### config.mk
export PLATFORM = sky130hd
export DESIGN_NAME = sacl_way_scan
export DESIGN_NICKNAME = d
export VERILOG_FILES = /design/src/rtl/sacl_pkg.sv /design/src/rtl/sacl_way_scan.sv
export SDC_FILE = /design/constraint.sdc
export NUM_CORES = 1
export LEC_CHECK = 0
export BUFFER_PORTS_ARGS = -buffer_cell sky130_fd_sc_hd__clkbuf_2
export CORE_AREA = 2 2 53 55
export DETAILED_ROUTE_END_ITERATION = 16
export DIE_AREA = 0 0 55 57
export HOLD_SLACK_MARGIN = 0.1
export PLACE_DENSITY = 0.79
export SLEW_MARGIN = 20
export SYNTH_ARGS = -nofsm -noshare
export SYNTH_HDL_FRONTEND = slang
export SYNTH_SLANG_ARGS = --single-unit
### constraint.sdc
create_clock -name clock -period 2 [get_ports clock]
set_input_delay 0.1 -clock clock [delete_from_list [all_inputs] [get_ports clock]]
set_output_delay 0.1 -clock clock [all_outputs]
set_load 0.05 [all_outputs]
### src/rtl/sacl_pkg.sv
// ----------------------------------------------------------------------------
// sacl_pkg
// Shared types and constants for the set-associative cache lookup with LRU
// replacement: register indexes, defaults, sequencer states, scan structs.
// ----------------------------------------------------------------------------
package sacl_pkg;

   localparam int DEF_MAX_SETS     = 1024;
   localparam int DEF_WAYS         = 8;
   localparam int DEF_ADDRESS_BITS = 32;

   localparam int CFG_W     = 4;
   localparam int CSR_IDX_W = 2;
   localparam int AGE_W     = 3;
   localparam int WAY_OUT_W = 3;
   localparam int COUNT_W   = 32;

   localparam logic [AGE_W-1:0] AGE_MAX   = 3'd7;
   localparam logic [CFG_W-1:0] SHIFT_MIN = 4'd2;
   localparam logic [CFG_W-1:0] SHIFT_MAX = 4'd9;

   localparam logic [CFG_W-1:0] RST_OFFSET_SHIFT   = 4'd6;
   localparam logic [CFG_W-1:0] RST_SET_INDEX_BITS = 4'd7;
   localparam logic [CFG_W-1:0] RST_WAYS_IN_USE    = 4'd1;
   localparam logic             RST_WRITE_BACK     = 1'b1;

   typedef enum logic [CSR_IDX_W-1:0] {
      CSR_OFFSET_SHIFT,
      CSR_SET_INDEX_BITS,
      CSR_WAYS_IN_USE,
      CSR_WRITE_BACK
   } csr_index_type;

   typedef enum logic [2:0] {
      ST_CLEAR,
      ST_IDLE,
      ST_READ,
      ST_SCAN,
      ST_UPDATE,
      ST_WRITE
   } state_type;

   typedef struct packed {
      logic start;
      logic step;
   } scan_ctl_type;

   typedef struct packed {
      logic             hit;
      logic             has_invalid;
      logic [AGE_W-1:0] oldest_age;
   } scan_flags_type;

endpackage

### src/rtl/sacl_way_scan.sv
// ----------------------------------------------------------------------------
// sacl_way_scan
// Shared tag compare unit: walks the ways of one set, one way a beat of the
// sequencer, and tracks first hit, first invalid way and oldest way.
// ----------------------------------------------------------------------------
module sacl_way_scan #(
   parameter int WAY_W = 3,
   parameter int TAG_W = 30
) (
   input  logic                          clock,
   input  logic                          reset,
   input  sacl_pkg::scan_ctl_type        ctl,
   input  logic [WAY_W-1:0]              idx,
   input  logic                          ent_valid,
   input  logic [sacl_pkg::AGE_W-1:0]    ent_age,
   input  logic [TAG_W-1:0]              ent_tag,
   input  logic [TAG_W-1:0]              line,
   output sacl_pkg::scan_flags_type      flags,
   output logic [WAY_W-1:0]              hit_way,
   output logic [WAY_W-1:0]              inv_way,
   output logic [WAY_W-1:0]              old_way
);
   import sacl_pkg::*;

   scan_flags_type   flags_ff, flags_in;
   logic [WAY_W-1:0] hit_way_ff, hit_way_in;
   logic [WAY_W-1:0] inv_way_ff, inv_way_in;
   logic [WAY_W-1:0] old_way_ff, old_way_in;
   logic             match;

   assign match = ent_valid && (ent_tag == line);

   always_comb begin
      flags_in   = flags_ff;
      hit_way_in = hit_way_ff;
      inv_way_in = inv_way_ff;
      old_way_in = old_way_ff;
      if (ctl.start) begin
         flags_in.hit         = match;
         flags_in.has_invalid = !ent_valid;
         flags_in.oldest_age  = ent_age;
         hit_way_in           = idx;
         inv_way_in           = idx;
         old_way_in           = idx;
      end else if (ctl.step) begin
         if (!flags_ff.hit && match) begin
            flags_in.hit = 1'b1;
            hit_way_in   = idx;
         end
         if (!flags_ff.has_invalid && !ent_valid) begin
            flags_in.has_invalid = 1'b1;
            inv_way_in           = idx;
         end
         if (ent_age > flags_ff.oldest_age) begin
            flags_in.oldest_age = ent_age;
            old_way_in          = idx;
         end
      end
   end

   always_ff @(posedge clock) begin
      if (reset) begin
         flags_ff <= '0;
      end else begin
         flags_ff <= flags_in;
      end
      hit_way_ff <= hit_way_in;
      inv_way_ff <= inv_way_in;
      old_way_ff <= old_way_in;
   end

   assign flags   = flags_ff;
   assign hit_way = hit_way_ff;
   assign inv_way = inv_way_ff;
   assign old_way = old_way_ff;

endmodule

### Yosys cells after proc, flatten, opt, wreduce, memory -nomap -nowiden

Index checks and enable logic that the tools add are counted.

| storage, ports and cells | value |
|---|---|
| bits in registers | 14 |
| input bits | 71 |
| output and inout port bits | 14 |

| cells by class | value |
|---|---|
| mux-type cells | 14 |
| reductions and logical operators | 13 |
| order comparisons | 1 |
| eq/ne operators | 1 |

Operators with widths:

| cell | number |
|---|---|
| $eq 30x30->1 | 1 |
| $mux 3 | 10 |
| $mux 5 | 2 |
| $reduce_bool 2->1 | 4 |
| $reduce_and 2->1 | 3 |
| $gt 3x3->1 | 1 |
| $logic_and 1x1->1 | 3 |
| $logic_not 1->1 | 3 |
| $mux 1 | 2 |

### Logic depth before layout (Yosys ltp)

Gate-level depths: netlist of the first run.

| depth | value |
|---|---|
| word-level depth | 6 |
| gate-level depth with buffers | 7 |
| depth with buffers taken out | 7 |

### Worst setup path before layout of the first run

OpenSTA, ideal clock, no wires.

| timing | value |
|---|---|
| path type | register to register |
| from | reg flags_ff, in the netlist flags[1] |
| to | reg old_way_ff[0], in the netlist old_way[0] (enable) |
| data arrival time | 1.678 ns |
| stages on the path, launching flop included | 7 |
| library setup time | 0.266 ns |
| required time | 1.734 ns |
| buffers on the path | 0 |
| setup slack | 0.056 ns |
| path through | dfxtp_1 -> inv_1 -> ha_1 -> nor2b_1 -> o21a_1 -> o211ai_1 -> nand2_1 |

| on the way | value |
|---|---|
| longest elaborated chain between the ends | 3 |

Ends and longest elaborated chain:

| what | line | source |
|---|---|---|
| start, declared | sacl_way_scan.sv:25 | `scan_flags_type flags_ff, flags_in;` |
| start signal, assigned | sacl_way_scan.sv:65 | `flags_ff <= flags_in;` |
| $gt 3x3->1 | sacl_way_scan.sv:54 | `if (ent_age > flags_ff.oldest_age) begin` |
| $reduce_bool 2->1 (no line) | - |  |
| $reduce_and 2->1 (no line) | - |  |
| end signal, assigned | sacl_way_scan.sv:69 | `old_way_ff <= old_way_in;` |
| end, declared | sacl_way_scan.sv:28 | `logic [WAY_W-1:0] old_way_ff, old_way_in;` |

No other way between the ends.
A chain may end at the register's enable or synchronous reset.

### Worst setup path in the final report of the first run

| timing | value |
|---|---|
| from | reg flags_ff, in the netlist flags[1] |
| to | reg old_way_ff[2], in the netlist old_way[2] (enable) |

The elaborated chain is that of the path after synthesis.

==> flow_summary_export.csv, run 1 <==
group,metric,value,unit
floorplan,coreArea,2615,um2
route,wl_met1,716,um
power,vdd.ir_drop.worst,365.1,uV
logic_synthesis,synth_cells,87,
setup_path,regToRegSetupSlack,270,ps
route,finalWirelength,2.170,mm
logic_synthesis,synth-seq-cells,14,
logic_synthesis,yosysMostFrequentCell,"xnor2_1",
power,power_frac_clock,0.207,
sta,setup_tns,0,ps
sta,tightest_slew,553.3,ps
route,route.detailed.drc,0,
route,routed-wl-met3,233,um
setup_path,critical-path-max-stage-delay,350,ps
clock_tree,cts_buffers,3,
setup_path,cp_cell_sequence,"inv_1 > ha_1 > nor2b_1 > o21a_1 > o211ai_1 > nand2_1",
status,status,"completed",
logic_synthesis,synthesis.nets,161,
sta,rsz0062_at_grt,"false",
place,place_hpwl,1.983,mm
layout,area_growth,60.11,%
sta,setup_ws,268.5,ps
logic_synthesis,avgSynthCellArea,10.24,um2
power,power.share.combinational,0.357,
power,p_sw_frac,0.3180,
route,highest_layer,"met4",
job,cap_violations,0,
layout,drive_above_1_share,0.4889,
place,post-place-ws,230.4,ps
logic_synthesis,synth_edf_count,9,
logic_synthesis,post-synth-top-area-cell,"edfxtp_1",
sta,finalSetupViolations,0,
clock_tree,clock_sinks,14,
route,drtIter0Drc,4,
global_routing,grt_pass1_wl,3.512,mm
floorplan,dieArea,3135,um2
setup_path,critical_path_arrival,1740,ps
logic_synthesis,ys_warn_count,0,
min_path,min_path_type,"in -> reg",
clock_tree,htree_num_levels,1,
clock_tree,clk_latency,280,ps
logic_synthesis,yosys.area.top_type_share,0.3034,
sta,hold_violations,0,
global_routing,antenna_found_initial,0,
logic_synthesis,ys_seq_area_frac,0.4157,
floorplan,io_pins,85,
layout,diodes,0,
place,gp_congestion,0.8465,
setup_path,start_kind,"flop",
clock_tree,post-cts-setup-buffers,0,
global_routing,grt_pass1_vias,956,
route,firstDrtPassIters,4,
power,powerDensity,544.2,nW/um2
setup_path,worst_path_max_delay_cell,"dfxtp_1",
clock_tree,clockBufferDepth,2,
setup_path,crit_path_end,"old_way[2]$_DFFE_PP_",
sta,period_minus_slack,1732,ps
logic_synthesis,synth_cell_type_count,19,
power,p_leak,0.6922,nW
clock_tree,clockRootBuffer,"clkbuf_4",
route,dr_wl_met2,1.161,mm
sta,period_share,0.8658,
route,dr_total_vias,980,
power,p_sw,0.2468,mW
sta,max-slew-margin-rel,0.6280,
setup_path,worstReg2RegEnd,"old_way[2]$_DFFE_PP_",
floorplan,start_util,0.3407,
logic_synthesis,synth.area.top_cells,"edfxtp_1 (30%), xnor2_1 (22%), dfxtp_1 (11%), xor2_1 (7.9%), ha_1 (4.2%)",
power,p_int,0.5295,mW
clock_tree,cts.clk_slew.worst_paths,70,ps
setup_path,worstRegToRegCells,6,
sta,slew_violations,0,
floorplan,die_h,57,um
global_routing,globalRouteOverflowTotal,0,
setup_path,cp_data_required_time,2010,ps
layout,nets,255,
route,via_per_inst,4.645,
logic_synthesis,syn_area,890.9,um2
setup_path,worst-path-max-fanout,4,
setup_path,cp-end-kind,"flop",
layout,nFillCells,249,
sta,fin_skew,3.358,ps
clock_tree,cts_tree,"done",
floorplan,std_cell_rows,19,
power,p_total,0.7763,mW
setup_path,crit_start,"flags[1]$_SDFFE_PP0P_",
layout,fin_util,0.5455,
logic_synthesis,synthArstFlopShare,0,
logic_synthesis,synth_top_flop_cell,"edfxtp_1",
global_routing,grt_usage,0.1531,
floorplan,fp.dieW,55,um
setup_path,reg2reg_from,"flags[1]$_SDFFE_PP0P_",
place,port_buffers,84,
sta,fmax,577.5,MHz
route,antenna_left,0,
global_routing,grt_max_degree,9,
power,power_frac_seq,0.435,
logic_synthesis,yosys-top-cells-count,"xnor2_1 (22), edfxtp_1 (9), xor2_1 (8)",
setup_path,crit_type,"reg -> reg",
route,avgRoutedWirePerCell,10.28,um
metrics by stage:
stage                     std cells  hold slack (ps)  instance area [um2]
final                           211            101.8                 1426
after floorplan                  87            169.1                890.9
after global routing            211            120.8                 1426
after detailed placement        202            320.1                 1350
after global placement          202            321.6                 1350
after CTS                       211            106.2                 1426
per-layer routing:
metal  up-vias  track usage
met4         0      0.07317
met1       413       0.1297
met5         -            0
met2        63       0.3095
met3         7      0.03141
li1        497            -
registers in the layout, summed over array words and instances, names as in the netlist:
register and flops:
old_way 3, flags 5, hit_way 3, inv_way 3
power by group through the flow:
stage	combinational [mW]	clock (mW)	sequential (mW)
floorplan	0.0883	0	0.414
CTS	0.281	0.165	0.338
finish	0.277	0.161	0.338
global route	0.305	0.175	0.341
global placement	0.268	0	0.343
detailed placement	0.272	0	0.345
worst min path at each step:
stage                           from                    end  slack (ps)  cells after the start
final                     ent_age[2]  flags[2]$_SDFFE_PP0P_         100                      3
after global routing      ent_age[1]  flags[1]$_SDFFE_PP0P_         120                      3
after CTS                 ent_age[2]  flags[2]$_SDFFE_PP0P_         110                      3
after detailed placement      idx[1]   old_way[1]$_DFFE_PP_         320                      1
after global placement        idx[2]   inv_way[2]$_DFFE_PP_         320                      1
after floorplan                reset  flags[0]$_SDFFE_PP0P_         170                      1
kinds of logic after synthesis:
kind of cell | share of synthesized area
xor+xnor | 0.2949
simple gates | 0.1278
flops | 0.4157
compound gates | 0.09831
buf+inv | 0.02107
fa+ha+maj | 0.04214
repair_timing:
action,CTS,global route
resized for setup,0,0
hold buffers,5,0
endpoints found under the hold margin,13,0
cells in the final DEF, fill, tap and decap left out, drive strengths merged:
| master | netlist | routed |
|---|---|---|
| ha | 3 | 3 |
| a21oi | 4 | 4 |
| nand3 | 5 | 5 |
| nand4 | 6 | 6 |
| o211a | 1 | 1 |
| clkbuf | 0 | 88 |
| nand2 | 2 | 2 |
| o21a | 1 | 1 |
| nor2b | 1 | 1 |
| nor2 | 5 | 5 |
| o21ai | 3 | 3 |
| o31ai | 3 | 3 |
| xor2 | 8 | 8 |
| inv | 5 | 5 |
| xnor2 | 22 | 22 |
| dlygate4sd3 | 0 | 5 |
| o211ai | 1 | 1 |
| nor4 | 3 | 3 |
| dfxtp | 5 | 5 |
| edfxtp | 9 | 9 |
layout make-up:
type	instances	area, um2	share of cell area
Multi-Input combinational cell	68	501.7	0.3518
Sequential cell	14	370.4	0.2596
Inverter	5	18.77	0.01316
Timing Repair Buffer	89	470.5	0.3298
Tap cell	31	38.79	0.02719
Clock buffer	4	26.28	0.01842
worst max-delay path: cells and delay by family, from the launching register on:
kind | cells | cell delay (ps)
AOI/OAI and AO/OA | 2 | 480
adders and majority gates | 1 | 270
buffers and inverters | 1 | 50
DFF | 1 | 350
and+or+nand+nor | 2 | 320
No activity file was read; power rests on OpenSTA's default activity.
==> run 2, diff against run 1 <==
==> constraint.sdc (replaced) <==
create_clock -name clock -period 2 [get_ports clock]
set_input_delay 0.1 -clock clock [delete_from_list [all_inputs] [get_ports clock]]
set_output_delay 0.1 -clock clock [all_outputs]
set_load 0.1 [all_outputs]
==> flow_summary_export.csv, run 2 (same netlist as run 1, synthesis figures left out) <==
group,metric,value,unit
status,status,"completed",
setup_path,cp_cell_sequence,"dlygate4sd3_1 > clkbuf_2 > ha_1 > nor2b_1 > o21a_1 > o211ai_1 > nand2_1",
min_path,min_path_type,"in -> reg",
sta,max-slew-margin-rel,0.6353,
layout,largest_reg_flops,5,
place,gp_congestion,0.8183,
clock_tree,htree_num_levels,1,
sta,whs,174.0,ps
setup_path,critical_path_arrival,1840,ps
power,p_leak,0.7015,nW
power,p_total,0.8601,mW
setup_path,reg2reg_from,"flags[1]$_SDFFE_PP0P_",
sta,period_share,0.9155,
sta,period_minus_slack,1831,ps
route,antenna_left,0,
sta,finalSetupViolations,0,
floorplan,start_util,0.3407,
layout,nets,257,
layout,fin_util,0.5545,
route,via_per_inst,4.836,
setup_path,worstRegToRegCells,6,
min_path,worst_hold_path.num_cells,4,
clock_tree,clockRootBuffer,"clkbuf_4",
global_routing,globalRouteOverflowTotal,0,
sta,rsz0062_at_grt,"false",
setup_path,cp-end-kind,"flop",
global_routing,grt_max_degree,9,
layout,diodes,0,
floorplan,io_pins,85,
setup_path,crit_start,"ent_age[1]",
setup_path,start_kind,"primary input",
layout,layout_common_cells,"clkbuf_2 (84), xnor2_1 (22), edfxtp_1 (9), xor2_1 (8), dlygate4sd3_1 (7)",
sta,hold_violations,0,
clock_tree,clockBufferDepth,2,
route,dr_total_vias,1030,
global_routing,grt_usage,0.1489,
floorplan,die_h,57,um
route,route.detailed.drc,0,
job,cap_violations,0,
place,place_hpwl,2.042,mm
sta,slew_violations,0,
layout,nFillCells,248,
clock_tree,cts.clk_slew.worst_paths,80,ps
sta,fin_skew,5.613,ps
place,dp_cells,202,
floorplan,dieArea,3135,um2
global_routing,grt_pass1_vias,984,
setup_path,cp_data_required_time,2010,ps
clock_tree,cts_buffers,3,
route,drtIter0Drc,5,
layout,drive_above_1_share,0.5000,
place,port_buffers,84,
layout,layoutNonFillerInstCount,213,
setup_path,cp_top_family,"buffers and inverters",
setup_path,crit_type,"in -> reg",
clock_tree,cts_tree,"done",
setup_path,worst-path-max-fanout,4,
layout,area_growth,62.78,%
global_routing,use_met1,0.1213,
power,vdd.ir_drop.worst,434.2,uV
setup_path,cp.depth,7,
setup_path,critical-path-max-stage-delay,530,ps
min_path,hold_start,"ent_valid",
clock_tree,clk_latency,280,ps
sta,fmax,546.2,MHz
setup_path,path_buf_inv,2,
floorplan,std_cell_rows,19,
global_routing,top_usage_layer,"met2",
global_routing,use_met2,0.3129,
clock_tree,clock_sinks,14,
global_routing,antenna_found_initial,0,
route,avgRoutedWirePerCell,10.92,um
sta,setup_tns,0,ps
floorplan,coreArea,2615,um2
layout,layout_commonest_cell,"clkbuf_2",
route,firstDrtPassIters,4,
route,finalWirelength,2.326,mm
setup_path,worst_path_max_delay_cell,"dlygate4sd3_1",
global_routing,use_met3,0.02618,
global_routing,grt_pass1_wl,3.491,mm
power,powerDensity,593.1,nW/um2
sta,tightest_slew,549.4,ps
floorplan,fp.dieW,55,um
[run 2: metal layers]
| layer | up-vias | part of all wire |
|---|---|---|
| li1 | 503 | - |
| met1 | 460 | 0.31 |
| met2 | 65 | 0.56 |
| met3 | 2 | 0.12 |
| met4 | 0 | 0.0090 |
| met5 | - | 0 |
[run 2: final timing paths]
| path | to | slack, ps |
|---|---|---|
| worst max-delay path | old_way[0]$_DFFE_PP_ | 170 |
| worst min-delay path | flags[3]$_SDFFE_PP0P_ | 170 |
| worst max register to register | old_way[0]$_DFFE_PP_ | 280 |
| worst min register to register | flags[2]$_SDFFE_PP0P_ | 480 |
[run 2: power by group]
part / switching [mW] / leakage (nW) / total [mW] / internal (mW)
clock: 0.0888 / 0.0150 / 0.166 / 0.0773
combinational: 0.231 / 0.555 / 0.356 / 0.125
sequential: 0.00791 / 0.131 / 0.338 / 0.330
total: 0.328 / 0.702 / 0.860 / 0.532
[run 2: stage by stage]
stage	worst slack [ps]	area [um2]
6_report	169.1	1450
2_1_floorplan	30.53	894.6
3_5_place_dp	237.7	1354
4_1_cts	190.8	1450
5_1_grt	102.4	1450
3_3_place_gp	296.2	1354
[run 2: final cells by class]
cell class                 count  area, um2  area share
sequential                    14      374.1      0.2580
timing repair buffer          91      490.5      0.3382
tap                           31      38.79     0.02675
inverter                       5      18.77     0.01294
clock buffer                   4      26.28     0.01812
multi-input combinational     68      501.7      0.3460
[run 2: what timing repair did]
item	in CTS	in global routing
hold endpoints to repair	13	0
gates resized for setup	0	0
setup buffers	0	0
hold buffers	7	0
[run 2: tightest hold or removal path, stage by stage]
cell and delay (ps):
clkbuf_2 110, nor2_1 50, a21oi_1 110, nor2_1 50
==> run 3, diff against run 2 <==
--- a/config.mk
+++ b/config.mk
@@ -10,7 +10,7 @@
 export DETAILED_ROUTE_END_ITERATION = 16
 export DIE_AREA = 0 0 55 57
 export HOLD_SLACK_MARGIN = 0.1
-export PLACE_DENSITY = 0.79
+export PLACE_DENSITY = 0.87
 export SLEW_MARGIN = 20
 export SYNTH_ARGS = -nofsm -noshare
 export SYNTH_HDL_FRONTEND = slang
==> flow_summary_export.csv, run 3 (same netlist as run 1, synthesis figures left out) <==
group,metric,value,unit
status,status,"completed",
layout,diodes,0,
global_routing,grt_pass1_vias,1011,
sta,finalSetupViolations,0,
layout,layout_common_cells,"clkbuf_2 (84), xnor2_1 (22), edfxtp_1 (9), xor2_1 (8), dlygate4sd3_1 (7)",
clock_tree,clockBufferDepth,2,
global_routing,globalRouteOverflowTotal,0,
setup_path,cp-end-kind,"flop",
place,port_buffers,84,
power,p_total,0.8901,mW
power,vdd.ir_drop.worst,510.5,uV
sta,hold_violations,0,
layout,area_growth,63.90,%
global_routing,antenna_found_initial,0,
min_path,min_path_type,"in -> reg",
place,dp_cells,202,
setup_path,worstReg2RegEnd,"old_way[0]$_DFFE_PP_",
route,route.detailed.drc,0,
route,avgRoutedWirePerCell,11.31,um
clock_tree,clockRootBuffer,"clkbuf_4",
sta,rsz0062_at_grt,"false",
global_routing,grt_usage,0.1632,
sta,setup_tns,0,ps
place,gp_congestion,0.8092,
clock_tree,clock_sinks,14,
power,powerDensity,609.6,nW/um2
clock_tree,cts.clk_slew.worst_paths,80,ps
setup_path,crit_type,"in -> reg",
floorplan,start_util,0.3407,
route,antenna_left,0,
sta,tightest_slew,554.1,ps
layout,fin_util,0.5584,
floorplan,io_pins,85,
job,cap_violations,0,
layout,nets,257,
setup_path,cp_data_required_time,2020,ps
clock_tree,clk_latency,270,ps
setup_path,crit_start,"ent_age[1]",
route,firstDrtPassIters,4,
clock_tree,cts_buffers,3,
floorplan,dieArea,3135,um2
setup_path,critical_path_arrival,1820,ps
global_routing,grt_max_degree,9,
clock_tree,post-cts-setup-buffers,0,
setup_path,cp_cell_sequence,"dlygate4sd3_1 > clkbuf_2 > ha_1 > nor2b_1 > o21a_1 > o211ai_1 > nand2_1",
setup_path,regToRegSetupSlack,310,ps
layout,layout_commonest_cell,"clkbuf_2",
setup_path,worstRegToRegCells,6,
layout,largest_reg_flops,5,
place,place_hpwl,2.062,mm
route,via_per_inst,4.657,
layout,layoutNonFillerInstCount,213,
setup_path,reg2reg_from,"flags[1]$_SDFFE_PP0P_",
route,finalWirelength,2.410,mm
sta,fmax,555.2,MHz
power,p_leak,0.7075,nW
route,drtIter0Drc,6,
sta,slew_violations,0,
floorplan,die_h,57,um
clock_tree,htree_num_levels,1,
sta,max-slew-margin-rel,0.6322,
sta,period_minus_slack,1801,ps
setup_path,worst-path-max-fanout,4,
setup_path,crit_path_end,"old_way[0]$_DFFE_PP_",
floorplan,coreArea,2615,um2
sta,fin_skew,1.193,ps
setup_path,start_kind,"primary input",
setup_path,critical-path-max-stage-delay,540,ps
floorplan,fp.dieW,55,um
clock_tree,cts_tree,"done",
global_routing,grt_pass1_wl,3.767,mm
setup_path,worst_path_max_delay_cell,"dlygate4sd3_1",
floorplan,std_cell_rows,19,
sta,period_share,0.9005,
layout,drive_above_1_share,0.5055,
route,dr_total_vias,992,
-- run 3: cell count changes in the layout (fill, tap and decap cells not counted) --
cell	before	now
clkbuf_8	0	1
clkbuf_1	1	0
-- run 3: worst max-delay path: cells and delay by family --
family	cells	cell delay [ps]
AO/OA/AOI/OAI	2	460
adder cells (fa/ha/maj)	1	290
AND/OR/NAND/NOR	2	300
buffers and inverters	2	650
-- run 3: routing by layer --
layer	up-vias	track usage	part of all wire
li1	506	-	-
met1	422	0.1417	0.33
met2	60	0.3367	0.55
met3	4	0.02094	0.10
met4	0	0.07317	0.015
met5	-	0	0
-- run 3: where the power goes --
part           internal [mW]  switching, mW
clock                  0.111         0.0855
sequential             0.330        0.00783
combinational          0.125          0.231
-- run 3: worst min-delay path by stage --
stage	from	slack, ps	depth (start not counted)	to
3_5_place_dp	idx[1]	330	1	hit_way[1]$_DFFE_PP_
3_3_place_gp	idx[1]	320	1	old_way[1]$_DFFE_PP_
2_1_floorplan	reset	160	1	flags[0]$_SDFFE_PP0P_
4_1_cts	ent_valid	170	4	flags[3]$_SDFFE_PP0P_
6_report	ent_valid	170	4	flags[3]$_SDFFE_PP0P_
5_1_grt	ent_valid	180	4	flags[3]$_SDFFE_PP0P_
-- run 3: area by class of cell --
type / count / area, um2
inverter: 5 / 18.77
clock buffer: 4 / 36.28
sequential: 14 / 374.1
fill: 229 / 1155
multi-input combinational: 68 / 501.7
tap: 31 / 38.79
timing repair buffer: 91 / 490.5
-- run 3: what timing repair did --
item	4_1_cts	5_1_grt
hold endpoints to repair	13	0
hold buffers	7	0
gates resized for setup	0	0
-- run 3: per-stage QoR --
stage          hold slack [ps]  instance area [um2]  worst slack (ps)
2_1_floorplan            161.7                894.6             30.53
3_3_place_gp             323.1                 1354             295.5
3_5_place_dp             326.5                 1354             228.4
4_1_cts                  168.5                 1460             225.9
5_1_grt                  180.2                 1460             69.60
6_report                 172.2                 1460             199.0
